## src/sv/fpr_pkg.sv

```systemverilog
package fpr_pkg;

  localparam int PHASE_W      = 24;  // phase accumulators, turn / 2^24
  localparam int DIM_W        = 13;  // width / height registers
  localparam int FRAC_BITS    = 30;  // Q.30 table values
  localparam int SINE_W       = 31;  // table entry, 0 .. 2^30
  localparam int COEF_W       = 32;  // signed cos / sin operand
  localparam int TAYLOR_TERMS = 10;
  localparam int APB_DATA_W   = 32;
  localparam int APB_ADDR_W   = 4;

  localparam logic [63:0] HALF_PI_Q30 = 64'd1686629713;
  localparam longint      ONE_Q30     = 64'sd1073741824;

  typedef enum logic [1:0] {
    REG_IMAGE_WIDTH  = 2'd0,
    REG_IMAGE_HEIGHT = 2'd1,
    REG_COL_STEP     = 2'd2,
    REG_ROW_STEP     = 2'd3
  } reg_e;

  typedef struct packed {
    logic [DIM_W-1:0]   image_width;
    logic [DIM_W-1:0]   image_height;
    logic [PHASE_W-1:0] column_phase_step;
    logic [PHASE_W-1:0] row_phase_step;
  } cfg_t;

  // Unsigned 64-bit quotient by shift and subtract; only used to build constants.
  function automatic logic [63:0] udiv64(input logic [63:0] num,
                                         input logic [63:0] dvs);
    logic [63:0] quo;
    logic [64:0] rem;
    quo = '0;
    rem = '0;
    for (int bit_pos = 63; bit_pos >= 0; bit_pos--) begin
      rem = {rem[63:0], num[bit_pos]};
      if (rem >= {1'b0, dvs}) begin
        rem          = rem - {1'b0, dvs};
        quo[bit_pos] = 1'b1;
      end
    end
    return quo;
  endfunction

  // Quarter-wave sine entry i of a 2^tbits table, integer Taylor series.
  // Only evaluated at elaboration to build the ROM contents.
  function automatic logic [SINE_W-1:0] sine_entry(input int unsigned i,
                                                   input int unsigned tbits);
    logic [63:0] x;
    logic [63:0] x2;
    logic [63:0] term;
    logic [63:0] den;
    longint      sum;
    x    = (HALF_PI_Q30 * 64'(i)) >> tbits;
    x2   = (x * x) >> FRAC_BITS;
    term = x;
    sum  = longint'(x);
    for (int unsigned k = 1; k <= TAYLOR_TERMS; k++) begin
      den  = 64'((2 * k) * (2 * k + 1));
      term = udiv64((term * x2) >> FRAC_BITS, den);
      if (k[0]) begin
        sum = sum - longint'(term);
      end else begin
        sum = sum + longint'(term);
      end
    end
    if (sum < 0) begin
      sum = 0;
    end
    if (sum > ONE_Q30) begin
      sum = ONE_Q30;
    end
    return SINE_W'(sum);
  endfunction

endpackage

```

## src/sv/fpr_cfg_regs.sv

```systemverilog
module fpr_cfg_regs (
  input  logic                             clk_i,
  input  logic                             rst_ni,
  input  logic                             psel,
  input  logic                             penable,
  input  logic                             pwrite,
  input  logic [fpr_pkg::APB_ADDR_W-1:0]   paddr,
  input  logic [fpr_pkg::APB_DATA_W-1:0]   pwdata,
  output logic [fpr_pkg::APB_DATA_W-1:0]   prdata,
  output logic                             pready,
  output fpr_pkg::cfg_t                    cfg_o
);

  fpr_pkg::cfg_t cfg_q;
  fpr_pkg::reg_e sel;
  logic          wr_en;

  assign sel    = fpr_pkg::reg_e'(paddr[3:2]);
  assign wr_en  = psel && penable && pwrite;
  assign pready = 1'b1;
  assign cfg_o  = cfg_q;

  always_ff @(posedge clk_i or negedge rst_ni) begin
    if (!rst_ni) begin
      cfg_q.image_width       <= fpr_pkg::DIM_W'(1);
      cfg_q.image_height      <= fpr_pkg::DIM_W'(1);
      cfg_q.column_phase_step <= '0;
      cfg_q.row_phase_step    <= '0;
    end else if (wr_en) begin
      unique case (sel)
        fpr_pkg::REG_IMAGE_WIDTH:  cfg_q.image_width <= pwdata[fpr_pkg::DIM_W-1:0];
        fpr_pkg::REG_IMAGE_HEIGHT: cfg_q.image_height <= pwdata[fpr_pkg::DIM_W-1:0];
        fpr_pkg::REG_COL_STEP:     cfg_q.column_phase_step <= pwdata[fpr_pkg::PHASE_W-1:0];
        fpr_pkg::REG_ROW_STEP:     cfg_q.row_phase_step <= pwdata[fpr_pkg::PHASE_W-1:0];
      endcase
    end
  end

  always_comb begin
    unique case (sel)
      fpr_pkg::REG_IMAGE_WIDTH:  prdata = fpr_pkg::APB_DATA_W'(cfg_q.image_width);
      fpr_pkg::REG_IMAGE_HEIGHT: prdata = fpr_pkg::APB_DATA_W'(cfg_q.image_height);
      fpr_pkg::REG_COL_STEP:     prdata = fpr_pkg::APB_DATA_W'(cfg_q.column_phase_step);
      fpr_pkg::REG_ROW_STEP:     prdata = fpr_pkg::APB_DATA_W'(cfg_q.row_phase_step);
    endcase
  end

endmodule

```

## config.mk

```make
export PLATFORM = sky130hd
export DESIGN_NAME = fpr_cfg_regs
export DESIGN_NICKNAME = d
export VERILOG_FILES = /design/src/sv/fpr_pkg.sv /design/src/sv/fpr_cfg_regs.sv
export SDC_FILE = /design/constraint.sdc
export NUM_CORES = 1
export LEC_CHECK = 0
export BUFFER_PORTS_ARGS = -buffer_cell sky130_fd_sc_hd__buf_2
export CAP_MARGIN = 0
export CORE_MARGIN = 1.5
export CORE_UTILIZATION = 51
export DETAILED_ROUTE_END_ITERATION = 10
export PLACE_DENSITY = 0.9
export SYNTH_ARGS = -nofsm -noshare
export SYNTH_HDL_FRONTEND = slang
export SYNTH_SLANG_ARGS = --single-unit
```

## constraint.sdc

```tcl
create_clock -name clk_i -period 3.8 [get_ports clk_i]
set_input_delay 0.76 -clock clk_i [delete_from_list [all_inputs] [get_ports clk_i]]
set_output_delay 0.76 -clock clk_i [all_outputs]
set_load 0.05 [all_outputs]
```

==> out/metrics.yaml <==
synth.avg_cell_area_um2: 15.9
ys_ff_latch: 74
cts_made_buffers: 9
yosys_warnings: 0
cts.sinks: 74
reg2reg_from: "cfg_o[7]$_DFFE_PN0P_"
most-common-layout-cells: "127 x buf_2, 72 x dfrtp_1, 64 x mux2_2, 13 x mux4_2"
max-cap-violations: 0
setup_viol: 0
grt_pass1_vias: 2360
gp_congestion: 0.754
skew_ns: 0
initial_core_util_pct: 53.1
final.period_utilization_pct: 76.6
fin_crit_ns: 2.91
sw_frac_of_total_pct: 46.9
startpoint_type: "input port"
hold_buffers: 0
power_uw: 3220
cp_max_fo: 20
drc_errors: 8
drv_slew: 0
final_common_cell: "buf_2"
ys_seq_area_share_pct: 54.4
antenna_cells: 0
dp_hpwl_um: 5080
criticalPathCategory: "input port to output pin"
cts_buffer_depth: 2
largest_reg_flops: 74
drive_gt1_share_pct: 69.3
tns_ns: 0
die_area_mm2: 0.00719
cp.required_ns: 3.04
dieHeight_um: 84.8
outcome: "complete, but fails checks"
startpoint: "paddr[2]"
layout_setup_ws_ns: 0.888
clkPwrFrac_pct: 19.1
ys_types: 19
cts_resized: 0
ff2ff_setup_slack_ns: 3.00
fin_hold_ws_ns: 0.531
row_count: 29
area_growth_pct: 24.8
grtUsageTotal_pct: 21.5
nets: 384
p_switching_uw: 1510
htreeDepth: 3
grt_max_degree: 75
tightest_slew_ns: 0.895
p_leak_uw: 0.00217
routed_via_density: 5.24
internal_power_uw: 1710
cp-end-kind: "output pin"
timing.fmax_mhz: 343
synthesis.instances: 215
r2r_end: "cfg_o[7]$_DFFE_PN0P_"
pin_count: 148
wl_per_cell_um: 17.2
clkLatencyLatePin_ns: 0.32
seq_power_share_pct: 34.6
crit_path_end: "prdata[3]"
drtIter0Drc: 111
place_ws_ns: 0.894
power_density_mw_per_mm2: 757
wl_um: 7290
post-cts-setup-buffer-count: 0
slew_headroom_pct: 40.3
vdd_drop_max_mv: 0.398
num_vias: 2225
reg2regPathDepth: 1
combPwrFrac_pct: 46.3
ant_nets: 0
min_path_type: "register to register"
cts_root_buffer: "clkbuf_8"
hold_start: "cfg_o[26]$_DFFE_PN0P_"
grt_pass1_wl_um: 12100
netlist_area_mm2: 0.00341
grt-ovfl-total: 0
clk_pin_slew_ns: 0.07
tritoncts: "yes"
dr.pass1.iters: 10
crit_arrival_ns: 2.15
core_mm2: 0.00642
portBuffers: 128
hold_viol_final: 0
antenna_found_initial: 0
die-width_um: 84.8
grt_setup_unrepaired: "no"
violations: "design-rule violations"
## synth_stat cells
library cell / n / area, um2
buf_2: 4 / 20.0
buf_4: 13 / 97.6
buf_6: 4 / 45.0
clkbuf_1: 2 / 7.51
conb_1: 2 / 7.51
dfrtp_1: 72 / 1800
dfstp_2: 2 / 52.6
inv_2: 1 / 3.75
mux2_2: 64 / 721
mux2_4: 10 / 150
mux2i_1: 11 / 110
mux4_2: 13 / 293
nand3_1: 1 / 5.00
nand4_1: 1 / 6.26
nor2_1: 1 / 3.75
nor2b_1: 11 / 68.8
nor3_1: 1 / 5.00
or2_1: 1 / 6.26
or3_1: 1 / 6.26
## cell families (layout without fill, tap and decap cells)
logic type | Yosys count | count (layout) | share of synthesized area [%]
buffers and inverters | 24 | 150 | 5.10
other | 2 | 9 | 0.220
flip-flops | 74 | 74 | 54.4
multiplexers | 98 | 98 | 37.3
AND/OR/NAND/NOR | 17 | 17 | 2.97
## layout make-up
cell class | instances | area, um2
Timing Repair Buffer | 133 | 681
Inverter | 1 | 3.75
Multi-Input combinational cell | 124 | 1420
Fill cell | 471 | 2170
Clock inverter | 5 | 52.6
Sequential cell | 74 | 1850
Clock buffer | 11 | 151
Tap cell | 77 | 96.3
## power by group through the flow
stage / Clock, uW / Sequential (uW) / Combinational (uW)
after floorplan: 0 / 1760 / 524
after global placement: 0 / 1110 / 1480
after detailed placement: 0 / 1130 / 1500
after CTS: 627 / 1110 / 1500
after global routing: 668 / 1140 / 1550
final: 614 / 1110 / 1490
## worst max-delay path, stage by stage
cell and delay, ns:
buf_2 0.55, mux4_2 0.60, buf_2 0.23
## how the worst min path moves through the flow
stage	end	slack, ns	cells past startpoint
after floorplan	cfg_o[0]$_DFFE_PN0P_	0.46	0
after detailed placement	cfg_o[28]$_DFFE_PN0P_	0.51	1
after global routing	cfg_o[2]$_DFFE_PN0P_	0.55	1
after CTS	cfg_o[28]$_DFFE_PN0P_	0.53	1
final	cfg_o[26]$_DFFE_PN0P_	0.53	1
after global placement	cfg_o[6]$_DFFE_PN0P_	0.50	1
## metrics by stage
| stage | utilization, % | cells | area (um2) |
|---|---|---|---|
| after CTS | 66.3 | 425 | 4260 |
| after floorplan | - | 222 | 3440 |
| after detailed placement | 63.1 | 409 | 4050 |
| final | 66.3 | 425 | 4260 |
| after global routing | 66.3 | 425 | 4260 |
| after global placement | 63.1 | 409 | 4050 |
## per-layer routing
layer | up-vias | global-route usage, % | part of all wire, %
met3 | 4 | 4.82 | 4.8
met1 | 1139 | 28.8 | 43
met4 | 0 | 6.56 | 0.67
li1 | 1011 | - | -
met5 | - | 0 | 0
met2 | 71 | 35.3 | 51
Power figures use the tool's default switching activity.
