File: config.mk
export PLATFORM = sky130hd
export DESIGN_NAME = fpr_scan_ctrl
export DESIGN_NICKNAME = d
export VERILOG_FILES = /design/src/sv/fpr_pkg.sv /design/src/sv/fpr_scan_ctrl.sv
export SDC_FILE = /design/constraint.sdc
export NUM_CORES = 1
export LEC_CHECK = 0
export BUFFER_PORTS_ARGS = -buffer_cell sky130_fd_sc_hd__buf_2
export CAP_MARGIN = 20
export CORE_MARGIN = 2
export CORE_UTILIZATION = 45
export DETAILED_ROUTE_END_ITERATION = 10
export GPL_TIMING_DRIVEN = 0
export PLACE_DENSITY = 0.69
export SLEW_MARGIN = 0
export SYNTH_ARGS = -nofsm -noshare
export SYNTH_HDL_FRONTEND = slang
export SYNTH_SLANG_ARGS = --single-unit
export TNS_END_PERCENT = 50
File: constraint.sdc
create_clock -name clk_i -period 4 [get_ports clk_i]
set_clock_uncertainty 0.1 [all_clocks]
set_input_delay 0.8 -clock clk_i [delete_from_list [all_inputs] [get_ports clk_i]]
set_output_delay 0.8 -clock clk_i [all_outputs]
set_load 0.01 [all_outputs]
File: src/sv/fpr_pkg.sv
package fpr_pkg;

  localparam int PHASE_W      = 24;  // phase accumulators, turn / 2^24
  localparam int DIM_W        = 13;  // width / height registers
  localparam int FRAC_BITS    = 30;  // Q.30 table values
  localparam int SINE_W       = 31;  // table entry, 0 .. 2^30
  localparam int COEF_W       = 32;  // signed cos / sin operand
  localparam int TAYLOR_TERMS = 10;
  localparam int APB_DATA_W   = 32;
  localparam int APB_ADDR_W   = 4;

  localparam logic [63:0] HALF_PI_Q30 = 64'd1686629713;
  localparam longint      ONE_Q30     = 64'sd1073741824;

  typedef enum logic [1:0] {
    REG_IMAGE_WIDTH  = 2'd0,
    REG_IMAGE_HEIGHT = 2'd1,
    REG_COL_STEP     = 2'd2,
    REG_ROW_STEP     = 2'd3
  } reg_e;

  typedef struct packed {
    logic [DIM_W-1:0]   image_width;
    logic [DIM_W-1:0]   image_height;
    logic [PHASE_W-1:0] column_phase_step;
    logic [PHASE_W-1:0] row_phase_step;
  } cfg_t;

  // Unsigned 64-bit quotient by shift and subtract; only used to build constants.
  function automatic logic [63:0] udiv64(input logic [63:0] num,
                                         input logic [63:0] dvs);
    logic [63:0] quo;
    logic [64:0] rem;
    quo = '0;
    rem = '0;
    for (int bit_pos = 63; bit_pos >= 0; bit_pos--) begin
      rem = {rem[63:0], num[bit_pos]};
      if (rem >= {1'b0, dvs}) begin
        rem          = rem - {1'b0, dvs};
        quo[bit_pos] = 1'b1;
      end
    end
    return quo;
  endfunction

  // Quarter-wave sine entry i of a 2^tbits table, integer Taylor series.
  // Only evaluated at elaboration to build the ROM contents.
  function automatic logic [SINE_W-1:0] sine_entry(input int unsigned i,
                                                   input int unsigned tbits);
    logic [63:0] x;
    logic [63:0] x2;
    logic [63:0] term;
    logic [63:0] den;
    longint      sum;
    x    = (HALF_PI_Q30 * 64'(i)) >> tbits;
    x2   = (x * x) >> FRAC_BITS;
    term = x;
    sum  = longint'(x);
    for (int unsigned k = 1; k <= TAYLOR_TERMS; k++) begin
      den  = 64'((2 * k) * (2 * k + 1));
      term = udiv64((term * x2) >> FRAC_BITS, den);
      if (k[0]) begin
        sum = sum - longint'(term);
      end else begin
        sum = sum + longint'(term);
      end
    end
    if (sum < 0) begin
      sum = 0;
    end
    if (sum > ONE_Q30) begin
      sum = ONE_Q30;
    end
    return SINE_W'(sum);
  endfunction

endpackage

File: src/sv/fpr_scan_ctrl.sv
module fpr_scan_ctrl #(
  parameter int MAX_DIMENSION = 4096
) (
  input  logic                          clk_i,
  input  logic                          rst_ni,
  input  fpr_pkg::cfg_t                 cfg_i,
  input  logic                          step_i,
  output logic [fpr_pkg::PHASE_W-1:0]   phase_o,
  output logic                          frame_end_o
);

  localparam int IDX_W = $clog2(MAX_DIMENSION);
  localparam int CMP_W = (IDX_W + 1 > fpr_pkg::DIM_W) ? IDX_W + 1 : fpr_pkg::DIM_W;
  localparam logic [CMP_W-1:0] DIM_MAX = CMP_W'(MAX_DIMENSION);

  logic [IDX_W-1:0]            col_idx_q, col_idx_d;
  logic [IDX_W-1:0]            row_idx_q, row_idx_d;
  logic [fpr_pkg::PHASE_W-1:0] col_phase_q, col_phase_d;
  logic [fpr_pkg::PHASE_W-1:0] row_phase_q, row_phase_d;
  logic [CMP_W-1:0]            width_eff, height_eff;
  logic                        last_col, last_row;

  // Zero acts as one, oversize acts as the maximum.
  function automatic logic [CMP_W-1:0] clamp_dim(input logic [fpr_pkg::DIM_W-1:0] d);
    logic [CMP_W-1:0] w;
    w = CMP_W'(d);
    if (d == '0) begin
      return CMP_W'(1);
    end else if (w > DIM_MAX) begin
      return DIM_MAX;
    end
    return w;
  endfunction

  assign width_eff  = clamp_dim(cfg_i.image_width);
  assign height_eff = clamp_dim(cfg_i.image_height);

  // ">=" so that an index left past a shrunk size still closes its row / frame.
  assign last_col    = (CMP_W'(col_idx_q) + CMP_W'(1)) >= width_eff;
  assign last_row    = (CMP_W'(row_idx_q) + CMP_W'(1)) >= height_eff;
  assign frame_end_o = last_col && last_row;
  assign phase_o     = col_phase_q + row_phase_q;

  always_comb begin
    col_idx_d   = col_idx_q;
    row_idx_d   = row_idx_q;
    col_phase_d = col_phase_q;
    row_phase_d = row_phase_q;
    if (last_col) begin
      col_idx_d   = '0;
      col_phase_d = '0;
      if (last_row) begin
        row_idx_d   = '0;
        row_phase_d = '0;
      end else begin
        row_idx_d   = row_idx_q + IDX_W'(1);
        row_phase_d = row_phase_q + cfg_i.row_phase_step;
      end
    end else begin
      col_idx_d   = col_idx_q + IDX_W'(1);
      col_phase_d = col_phase_q + cfg_i.column_phase_step;
    end
  end

  always_ff @(posedge clk_i or negedge rst_ni) begin
    if (!rst_ni) begin
      col_idx_q   <= '0;
      row_idx_q   <= '0;
      col_phase_q <= '0;
      row_phase_q <= '0;
    end else if (step_i) begin
      col_idx_q   <= col_idx_d;
      row_idx_q   <= row_idx_d;
      col_phase_q <= col_phase_d;
      row_phase_q <= row_phase_d;
    end
  end

endmodule

==> report_table.html <==
<table>
<tr><th>Metric</th><th>Value</th></tr>
<tr><th colspan="2">Placement</th></tr>
<tr><td>Post-DP Area</td><td>7910 sq um</td></tr>
<tr><td>Last weighted congestion value of the routability-driven placer</td><td>0.900</td></tr>
<tr><td>Detail Placement HPWL</td><td>14400 um</td></tr>
<tr><td>Worst setup slack after placement</td><td>-0.366 ns</td></tr>
<tr><td># port buffers</td><td>100</td></tr>
<tr><th colspan="2">Worst setup path</th></tr>
<tr><td>Required time at the endpoint of the critical path</td><td>3.10 ns</td></tr>
<tr><td>Crit path kind</td><td>reg -&gt; out</td></tr>
<tr><td>RR Endpoint</td><td>row_idx_q[3]$_DFFE_PN0P_</td></tr>
<tr><td>CP max FO</td><td>4</td></tr>
<tr><td>Reg2Reg Depth</td><td>16</td></tr>
<tr><td>R2r startpoint</td><td>col_idx_q[1]$_DFFE_PN0P_</td></tr>
<tr><td>Element type at the critical path start</td><td>flip-flop</td></tr>
<tr><td>Nature of the critical path endpoint</td><td>output pin</td></tr>
<tr><td>Worst Path Arrival</td><td>3.05 ns</td></tr>
<tr><td>Setup slack, reg-to-reg</td><td>0.27 ns</td></tr>
<tr><td>CP startpoint</td><td>col_idx_q[1]$_DFFE_PN0P_</td></tr>
<tr><th colspan="2">Drt</th></tr>
<tr><td>Via density</td><td>5.58</td></tr>
<tr><td>Count of vias placed by the detailed router</td><td>6649</td></tr>
<tr><td>Overall routed net length</td><td>19200 um</td></tr>
<tr><td>Initial detailed-routing violation count</td><td>421</td></tr>
<tr><td>Routed WL per cell</td><td>16.1 um</td></tr>
<tr><td>Number of search-and-repair iterations in the first detailed-routing pass</td><td>5</td></tr>
<tr><td>Antenna Violating Nets Remaining</td><td>0</td></tr>
<tr><td>DRC violation count after routing</td><td>0</td></tr>
<tr><th colspan="2">Clock tree</th></tr>
<tr><td>Clock Sink Count</td><td>72</td></tr>
<tr><td>CTS tree</td><td>built</td></tr>
<tr><td>CTS buffer count</td><td>9</td></tr>
<tr><td>Maximum count of clock buffers along a single path</td><td>2</td></tr>
<tr><td># H-tree levels</td><td>3</td></tr>
<tr><td>Insertion delay of the later-clocked pin in the worst-skew pair</td><td>0.35 ns</td></tr>
<tr><td>Root buffer cell</td><td>sky130_fd_sc_hd__clkbuf_16</td></tr>
<tr><td>Clock transition at the registers of the reported paths</td><td>0.06 ns</td></tr>
<tr><th colspan="2">Die</th></tr>
<tr><td>Overall die width</td><td>130 um</td></tr>
<tr><td># rows</td><td>45</td></tr>
<tr><td>Total Die Area</td><td>16800 sq um</td></tr>
<tr><td>Placeable core region</td><td>15300 sq um</td></tr>
<tr><td>Starting Density</td><td>46.5%</td></tr>
<tr><td>I/O pin total</td><td>102</td></tr>
<tr><td>Vertical die dimension</td><td>130 um</td></tr>
<tr><th colspan="2">Synthesis</th></tr>
<tr><td>Count of unique library cells instantiated by Yosys</td><td>76</td></tr>
<tr><td>Basic-gate share of the synthesized area counting and, or, nand and nor cells</td><td>16.4%</td></tr>
<tr><td>Post-synthesis sequential area ratio</td><td>25.3%</td></tr>
<tr><td>Number of enable flip-flop cells after synthesis</td><td>0</td></tr>
<tr><td>Post-Synthesis Net Count</td><td>1015</td></tr>
<tr><td>Area fraction in compound gates after synthesis</td><td>26.5%</td></tr>
<tr><td>Number of synthesis warnings</td><td>0</td></tr>
<tr><td>Proportion of synthesized area in mux cells</td><td>0.299%</td></tr>
<tr><td>Xor/xnor cell area share of the yosys netlist</td><td>10.2%</td></tr>
<tr><td>Synthesized-area fraction occupied by adder cells</td><td>17.9%</td></tr>
<tr><td>Synth Cell Area</td><td>7120 sq um</td></tr>
<tr><td>Main combinational cell family by area after synthesis</td><td>compound AO/OA/AOI/OAI gates</td></tr>
<tr><td>Ys async rst share</td><td>100%</td></tr>
<tr><td>Cell taking the most area after synthesis</td><td>sky130_fd_sc_hd__dfrtp_1</td></tr>
<tr><td>Mean instance size in the synthesized netlist</td><td>8.50 sq um</td></tr>
<tr><td>Cell with the most instances after synthesis</td><td>sky130_fd_sc_hd__nand2_1</td></tr>
<tr><td>Most common library cells after synthesis</td><td>sky130_fd_sc_hd__nand2_1, sky130_fd_sc_hd__ha_1, sky130_fd_sc_hd__dfrtp_1, sky130_fd_sc_hd__a21oi_1, sky130_fd_sc_hd__xnor2_1</td></tr>
<tr><td>Flip-flop cell with the highest count after synthesis</td><td>sky130_fd_sc_hd__dfrtp_1</td></tr>
<tr><td>Top area cells in the synthesized netlist</td><td>sky130_fd_sc_hd__dfrtp_1, sky130_fd_sc_hd__ha_1, sky130_fd_sc_hd__xnor2_1</td></tr>
<tr><td>Post-Synthesis Cells</td><td>838</td></tr>
<tr><td>Yosys reg bits</td><td>72</td></tr>
<tr><td>Area fraction of the dominant cell type after synthesis</td><td>25.3%</td></tr>
<tr><th colspan="2">GRT</th></tr>
<tr><td>Number of global-route vias before repair</td><td>6326</td></tr>
<tr><td>Antenna violations before repair</td><td>0</td></tr>
<tr><td>Total congestion overflow after global routing</td><td>0</td></tr>
<tr><td>First-pass GRT wire length</td><td>31200 um</td></tr>
<tr><td>Largest net degree at the start of global routing</td><td>53</td></tr>
<tr><td>Overall track demand over capacity in global routing</td><td>23.3%</td></tr>
<tr><th colspan="2">STA</th></tr>
<tr><td>Final Max Slew Viols</td><td>0</td></tr>
<tr><td>Tightest Pin Transition</td><td>0.590 ns</td></tr>
<tr><td>Total negative slack</td><td>0 ns</td></tr>
<tr><td>Final Hold Fails</td><td>0</td></tr>
<tr><td>Fin crit share</td><td>98.7%</td></tr>
<tr><td>Final setup viols</td><td>0</td></tr>
<tr><td>Highest attainable clock frequency</td><td>253 MHz</td></tr>
<tr><td>Final min period</td><td>3.95 ns</td></tr>
<tr><td>Final worst slack</td><td>0.0517 ns</td></tr>
<tr><td>Headroom to the max-slew limit</td><td>60.7%</td></tr>
<tr><th colspan="2">Power</th></tr>
<tr><td>Sequential share of power</td><td>19.5%</td></tr>
<tr><td>Share of power burned in the clock network</td><td>11.6%</td></tr>
<tr><td>Cell internal power dissipation</td><td>0.00356 W</td></tr>
<tr><td>Power Density</td><td>782 nW/um^2</td></tr>
<tr><td>Switching portion of total power</td><td>47.2%</td></tr>
<tr><td>Maximum VDD drop</td><td>0.802 mV</td></tr>
<tr><td>Proportion of power drawn by combinational gates</td><td>68.9%</td></tr>
<tr><td>Reported leakage power</td><td>4.16 nW</td></tr>
<tr><td>Net Switching</td><td>0.00318 W</td></tr>
<tr><th colspan="2">Layout</th></tr>
<tr><td>Multi-input logic area</td><td>5260 sq um</td></tr>
<tr><td>Final std cell area, no fill</td><td>8610 sq um</td></tr>
<tr><td>Number of fillers in the final layout</td><td>1386</td></tr>
<tr><td>Share of post-route cells with drive strength above 1</td><td>20.8%</td></tr>
<tr><td>Layout net count</td><td>1152</td></tr>
<tr><td>Total inserted antenna cells</td><td>0</td></tr>
<tr><td>Footprint of the flip-flops and latches</td><td>1800 sq um</td></tr>
<tr><td>Growth of design area from synthesis to finish</td><td>21.0%</td></tr>
<tr><th colspan="2">Hold path</th></tr>
<tr><td>Tightest Hold Check Type</td><td>in -&gt; async</td></tr>
<tr><th colspan="2">Run status</th></tr>
<tr><td>Outcome</td><td>finished, final reports clean</td></tr>
<tr><th colspan="2">Job</th></tr>
<tr><td>Max-cap violations</td><td>0</td></tr>
</table>
-- logic make-up after synthesis --
group | count (synthesis)
buf+inv | 57
xor+xnor | 83
compound gates | 266
fa+ha+maj | 100
flops | 72
mux | 2
simple gates | 258
-- critical path, stage by stage, from the launching register on --
cell and delay (ns):
sky130_fd_sc_hd__dfrtp_1 0.43, sky130_fd_sc_hd__ha_4 0.19, sky130_fd_sc_hd__and3_4 0.18, sky130_fd_sc_hd__and3_4 0.20, sky130_fd_sc_hd__xnor2_1 0.12, sky130_fd_sc_hd__ha_1 0.30
sky130_fd_sc_hd__a21o_1 0.18, sky130_fd_sc_hd__a21oi_2 0.11, sky130_fd_sc_hd__nor2b_1 0.05, sky130_fd_sc_hd__o41a_1 0.44, sky130_fd_sc_hd__o22a_4 0.22, sky130_fd_sc_hd__and2_4 0.16
sky130_fd_sc_hd__buf_6 0.11
-- worst max path at each step --
stage	end	slack (ns)	cells after the start
3_5_place_dp	frame_end_o	-0.37	13
6_report	frame_end_o	0.05	12
3_3_place_gp	frame_end_o	-0.37	13
4_1_cts	frame_end_o	0.004	13
2_1_floorplan	frame_end_o	0.21	11
5_1_grt	frame_end_o	-0.04	12
-- state kept, by name (all words and copies together) (netlist names) --
name	cells
row_phase_q	24
col_idx_q	12
col_phase_q	24
row_idx_q	12
-- power groups by stage --
stage,registers (W),clock network [W],logic [W]
floorplan,0.00120,0,0.00338
global placement,0.00132,0,0.00439
detailed placement,0.00132,0,0.00442
CTS,0.00131,0.000796,0.00453
global route,0.00135,0.000825,0.00520
finish,0.00131,0.000783,0.00464
-- repair_timing --
| action | 4_1_cts | 5_1_grt |
|---|---|---|
| pin swaps | 17 | 24 |
| endpoints found under the setup margin | 1 | 4 |
| buffers inserted | 13 | 16 |
| hold buffers | 0 | 0 |
| resized for setup | 26 | 18 |
-- cells in the final DEF, fill, tap and decap left out, drive strengths merged, types with 3 or more instances in the layout --
cell	n
a21o	29
xor2	30
o31ai	19
o2bb2ai	13
nand4	9
a22o	21
xnor2	53
o211ai	7
dfrtp	72
a211oi	4
o31a	3
and3	14
ha	97
nand2	115
clkbuf	27
o22ai	3
o21a	8
nand2b	8
a21oi	66
a31o	4
o21ai	50
buf	138
nor2	50
nor2b	7
nand3	27
nor4	4
nor3	15
inv	29
fa	3
a31oi	7
o21bai	8
-- layout make-up --
type                            instances  share of cell area, %
Multi-Input combinational cell        709                   61.1
Sequential cell                        72                   21.0
Timing Repair Buffer                  130                   8.98
Tap cell                              211                   3.07
Clock buffer                           12                   2.98
Buffer                                 24                   1.35
Inverter                               29                   1.26
Clock inverter                          4                  0.334
-- routing by layer --
layer / GRT usage [%] / part of all wire [%]
met1: 32.7 / 48
met2: 38.2 / 46
met3: 4.55 / 4.7
met4: 3.61 / 1.0
met5: 0 / 0
-- per-stage QoR --
stage | instances | total power, W | utilization [%] | hold slack [ns]
global placement | 1149 | 0.00571 | 51.5 | 0.411
global route | 1191 | 0.00737 | 56.2 | 0.263
CTS | 1177 | 0.00663 | 54.9 | 0.253
finish | 1191 | 0.00674 | 56.2 | 0.247
floorplan | 838 | 0.00458 | - | 0.379
detailed placement | 1150 | 0.00574 | 51.7 | 0.413
Note: power is estimated with default switching activity, not from simulation.
